$ cat src/hw/rtl/vmt_pkg.sv
// Types and constants of the vector matrix transform.
`default_nettype none

package vmt_pkg;

  localparam int DATA_W     = 16;
  localparam int COEFF_W    = 16;
  localparam int COEFF_FRAC = COEFF_W - 4;
  localparam int SLOT_W     = 16;
  localparam int LANES      = 4;
  localparam int CFG_W      = LANES * SLOT_W;
  localparam int CFG_IDX_W  = 8;
  localparam int LANE_IDX_W = $clog2(LANES);
  localparam int PROD_W     = DATA_W + COEFF_W;
  localparam int SUM_W      = PROD_W + $clog2(LANES);

  localparam logic signed [DATA_W-1:0] OUT_MAX = {1'b0, {(DATA_W-1){1'b1}}};
  localparam logic signed [DATA_W-1:0] OUT_MIN = {1'b1, {(DATA_W-1){1'b0}}};
  localparam logic signed [SUM_W-1:0]  SUM_MAX = SUM_W'(OUT_MAX);
  localparam logic signed [SUM_W-1:0]  SUM_MIN = SUM_W'(OUT_MIN);

  // Unity coefficient in one slot.
  localparam logic [SLOT_W-1:0] COEFF_ONE = SLOT_W'(1) << COEFF_FRAC;

  typedef struct packed {
    logic                     last;
    logic signed [DATA_W-1:0] w;
    logic signed [DATA_W-1:0] z;
    logic signed [DATA_W-1:0] y;
    logic signed [DATA_W-1:0] x;
  } vmt_in_t;

  typedef struct packed {
    logic                     last;
    logic                     clamped;
    logic signed [DATA_W-1:0] w;
    logic signed [DATA_W-1:0] z;
    logic signed [DATA_W-1:0] y;
    logic signed [DATA_W-1:0] x;
  } vmt_out_t;

  // Sideband that travels alongside the lane pipelines.
  typedef struct packed {
    logic valid;
    logic last;
  } vmt_ctl_t;

endpackage

`default_nettype wire

$ cat src/hw/rtl/vmt_lane.sv
// One dot-product lane: four multipliers, an adder tree, shift and saturate.
`default_nettype none

module vmt_lane (
  input  wire logic                              clk,
  input  wire vmt_pkg::vmt_in_t                  vec,
  input  wire logic [vmt_pkg::CFG_W-1:0]         coeffs,
  output logic signed [vmt_pkg::DATA_W-1:0]      res,
  output logic                                   clamp
);

  logic signed [vmt_pkg::DATA_W-1:0]  comp     [vmt_pkg::LANES];
  logic signed [vmt_pkg::COEFF_W-1:0] coef     [vmt_pkg::LANES];
  logic signed [vmt_pkg::PROD_W-1:0]  prod_nxt [vmt_pkg::LANES];
  logic signed [vmt_pkg::PROD_W-1:0]  prod_r   [vmt_pkg::LANES];
  logic signed [vmt_pkg::SUM_W-1:0]   sum_nxt;
  logic signed [vmt_pkg::SUM_W-1:0]   sum_r;
  logic signed [vmt_pkg::SUM_W-1:0]   shifted;

  assign comp[0] = vec.x;
  assign comp[1] = vec.y;
  assign comp[2] = vec.z;
  assign comp[3] = vec.w;

  always_comb begin
    for (int k = 0; k < vmt_pkg::LANES; k++) begin
      // slot bits above the coefficient width are ignored
      coef[k]     = $signed(coeffs[k*vmt_pkg::SLOT_W +: vmt_pkg::COEFF_W]);
      prod_nxt[k] = comp[k] * coef[k];
    end
  end

  always_ff @(posedge clk) begin
    for (int k = 0; k < vmt_pkg::LANES; k++) begin
      prod_r[k] <= prod_nxt[k];
    end
  end

  assign sum_nxt = vmt_pkg::SUM_W'(prod_r[0]) + vmt_pkg::SUM_W'(prod_r[1])
                 + vmt_pkg::SUM_W'(prod_r[2]) + vmt_pkg::SUM_W'(prod_r[3]);

  always_ff @(posedge clk) begin
    sum_r <= sum_nxt;
  end

  // arithmetic shift truncates toward minus infinity
  assign shifted = sum_r >>> vmt_pkg::COEFF_FRAC;

  always_comb begin
    if (shifted > vmt_pkg::SUM_MAX) begin
      res   = vmt_pkg::OUT_MAX;
      clamp = 1'b1;
    end else if (shifted < vmt_pkg::SUM_MIN) begin
      res   = vmt_pkg::OUT_MIN;
      clamp = 1'b1;
    end else begin
      res   = shifted[vmt_pkg::DATA_W-1:0];
      clamp = 1'b0;
    end
  end

endmodule

`default_nettype wire

$ cat config.mk
export PLATFORM = sky130hd
export DESIGN_NAME = vmt_lane
export DESIGN_NICKNAME = d
export VERILOG_FILES = /design/src/hw/rtl/vmt_pkg.sv /design/src/hw/rtl/vmt_lane.sv
export SDC_FILE = /design/constraint.sdc
export NUM_CORES = 2
export LEC_CHECK = 0
export ABC_AREA = 1
export BUFFER_PORTS_ARGS = -buffer_cell sky130_fd_sc_hd__buf_4
export CAP_MARGIN = 5
export CORE_ASPECT_RATIO = 1.4
export CORE_UTILIZATION = 25
export DETAILED_ROUTE_END_ITERATION = 16
export GPL_ROUTABILITY_DRIVEN = 0
export PLACE_DENSITY = 0.46
export SLEW_MARGIN = 20
export SYNTH_ARGS = -nofsm -noshare
export SYNTH_HDL_FRONTEND = slang
export SYNTH_SLANG_ARGS = --single-unit
$ cat constraint.sdc
create_clock -name clk -period 14.4 [get_ports clk]
set_clock_uncertainty 0.05 [all_clocks]
set_input_delay 0.72 -clock clk [delete_from_list [all_inputs] [get_ports clk]]
set_output_delay 0.72 -clock clk [all_outputs]
set_load 0.01 [all_outputs]
==> results.py <==
metrics = {
    "status": {
        "outcome": "finished clean",
    },
    "logic_synthesis": {
        "synth-seq-area-share_pct": 6.19,
        "synth_edf_count": 0,
        "synthCells": 6101,
        "ys_ff_latch": 150,
        "yosys_warnings": 0,
        "synth.cell_area_mm2": 0.0485,
        "ys_top_cells_by_area": "fa_1 46%, inv_1 14%, nand2_1 11%",
        "syn_avg_cell_area_um2": 7.95,
        "async_flop_share_pct": 0,
        "ys_top_cells_by_count": "1820 x inv_1, 1437 x nand2_1, 1112 x fa_1",
        "synth.distinct_cells": 41,
        "synth_top_area_cell": "fa_1",
        "syn_nets": 7702,
        "netlist.area_leader.share_pct": 45.9,
        "dominantRegCellSynth": "dfxtp_1",
        "synth.most_common_cell": "inv_1",
    },
    "sta": {
        "layout_setup_ws_ns": 8.32,
        "rsz0062_at_grt": "false",
        "tightestPinTransition_ns": 0.777,
        "tns_ns": 0,
        "hold_viol": 0,
        "slew_violations": 0,
        "max_slew_margin_pct": 48.1,
        "fmax_mhz": 164,
        "min_period_ns": 6.08,
        "fin_crit_sh_pct": 42.2,
        "hold_slack_ns": 0.586,
        "finalSetupViolCount": 0,
    },
    "clock_tree": {
        "cts.clk_slew.worst_paths_ns": 0.06,
        "cts_resized": 0,
        "cts_tree": "done",
        "cts_buffer_depth": 2,
        "htreeDepth": 4,
        "cts_root_buf": "clkbuf_16",
        "postCtsHoldBufs": 0,
        "cts_setup_buffers": 0,
        "cts_buffers": 17,
        "clk_latency_ns": 0.42,
        "cts_sinks": 150,
    },
    "run": {
        "drv_cap": 0,
    },
    "grt": {
        "grt_overflow_total": 0,
        "grt_max_degree": 18,
        "antenna_found_initial": 8,
        "grt_use_total_pct": 14.3,
        "grt_pass1_vias": 40300,
        "grt_pass1_wl_um": 220000,
    },
    "placed_design": {
        "placed_cell_area_mm2": 0.0518,
        "io_buffers": 145,
        "post-dp-hpwl_um": 119000,
        "post-place-ws_ns": 7.88,
    },
    "critical_path": {
        "path_class": "primary input to register",
        "required_ns": 14.67,
        "cp_max_fo": 16,
        "critical_path.startpoint_type": "primary input",
        "worst-endpoint-arrival_ns": 6.35,
        "crit_path_end_kind": "register",
    },
    "detailed_routing": {
        "wire_per_inst_um": 15.8,
        "antenna_left": 0,
        "firstDrtPassIters": 5,
        "vias": 36200,
        "drcViolationCount": 0,
        "drtIter0Drc": 1642,
        "finalWirelength_um": 135000,
        "viasPerCell": 4.24,
    },
    "die": {
        "core_area_mm2": 0.192,
        "initial_core_util_pct": 25.2,
        "num_rows": 190,
        "die_h_um": 523,
        "top_level_ports": 147,
        "fp.dieW_um": 374,
        "die_area_mm2": 0.196,
    },
    "cells_and_area": {
        "syn2layout_area_growth_pct": 8.11,
        "fill_cells": 21000,
        "finalInstanceArea_mm2": 0.0524,
        "final_nets": 7630,
        "layout-drive-gt1-share_pct": 4.49,
    },
    "worst_hold_path": {
        "holdCritPathClass": "primary input to register",
    },
}
## placed cells by master (no fill, tap or decap), types with 33 or more instances in the layout
| cell type | count |
|---|---|
| inv_1 | 1820 |
| nand2_2 | 33 |
| nand2_1 | 1437 |
| fa_1 | 1112 |
| dfxtp_1 | 150 |
| nand3_1 | 107 |
| nor2_1 | 224 |
| o21ai_0 | 97 |
| nand4_1 | 37 |
| buf_4 | 145 |
| ha_1 | 359 |
| xor2_1 | 93 |
| a21oi_1 | 158 |
## metrics by stage
step,std cells,util [%]
4_1_cts,8536,27.3
6_report,8539,27.3
3_5_place_dp,8506,27.0
5_1_grt,8536,27.3
2_1_floorplan,6101,-
3_3_place_gp,8506,27.0
## path summary, 6_finish.rpt
path                                     from             to  slack (ns)  cells past startpoint
worst max-delay path                  vec[63]  prod_r[3][23]        8.32                     19
worst max register to register  prod_r[1][20]      sum_r[33]       11.29                     11
worst min register to register  prod_r[3][12]      sum_r[13]        0.82                      3
worst min-delay path               coeffs[16]   prod_r[1][0]        0.59                      3
## worst max-delay path, stage by stage
cell and delay [ns]:
buf_4 0.18, nand2_1 0.13, inv_1 0.09, fa_1 0.65, fa_1 0.93, fa_1 0.53, fa_1 0.51, fa_1 0.50
inv_1 0.05, fa_1 0.49, inv_1 0.05, ha_1 0.36, nand2_1 0.12, nor2_1 0.15, inv_1 0.10, nor2_1 0.20
nand4_1 0.17, nand3_1 0.14, xor2_1 0.22
## sequential cells by signal, summed over array words and instances (netlist names)
register  flops
prod_r      128
sum_r        22
## metal layers
metal	track usage [%]	wire, um
met2	27.6	73700
met5	0	58
met4	2.82	2540
met1	16.9	54700
met3	1.31	3830
## cell families (layout without fill, tap and decap cells)
| family | count (synthesis) | in the layout | synth area share [%] |
|---|---|---|---|
| buffers and inverters | 2058 | 1997 | 15.9 |
| AND/OR/NAND/NOR | 1944 | 1944 | 16.3 |
| adder cells (fa/ha/maj) | 1471 | 1471 | 55.2 |
| AO/OA/AOI/OAI | 354 | 354 | 4.15 |
| flip-flops | 150 | 150 | 6.19 |
| XOR/XNOR | 124 | 124 | 2.24 |
| other | 0 | 3 | 0 |
## layout make-up
type / count / area [um2] / area share [%]
Clock inverter: 11 / 149 / 0.284
Clock buffer: 19 / 453 / 0.864
Tap cell: 2496 / 3120 / 5.96
Timing Repair Buffer: 145 / 1090 / 2.08
Multi-Input combinational cell: 3893 / 37800 / 72.0
Antenna cell: 3 / 7.51 / 0.0143
Sequential cell: 150 / 3000 / 5.73
Inverter: 1822 / 6840 / 13.0
Power is not shown: default switching activity piles up to over one toggle a cycle in this logic, so the estimate is an artifact.
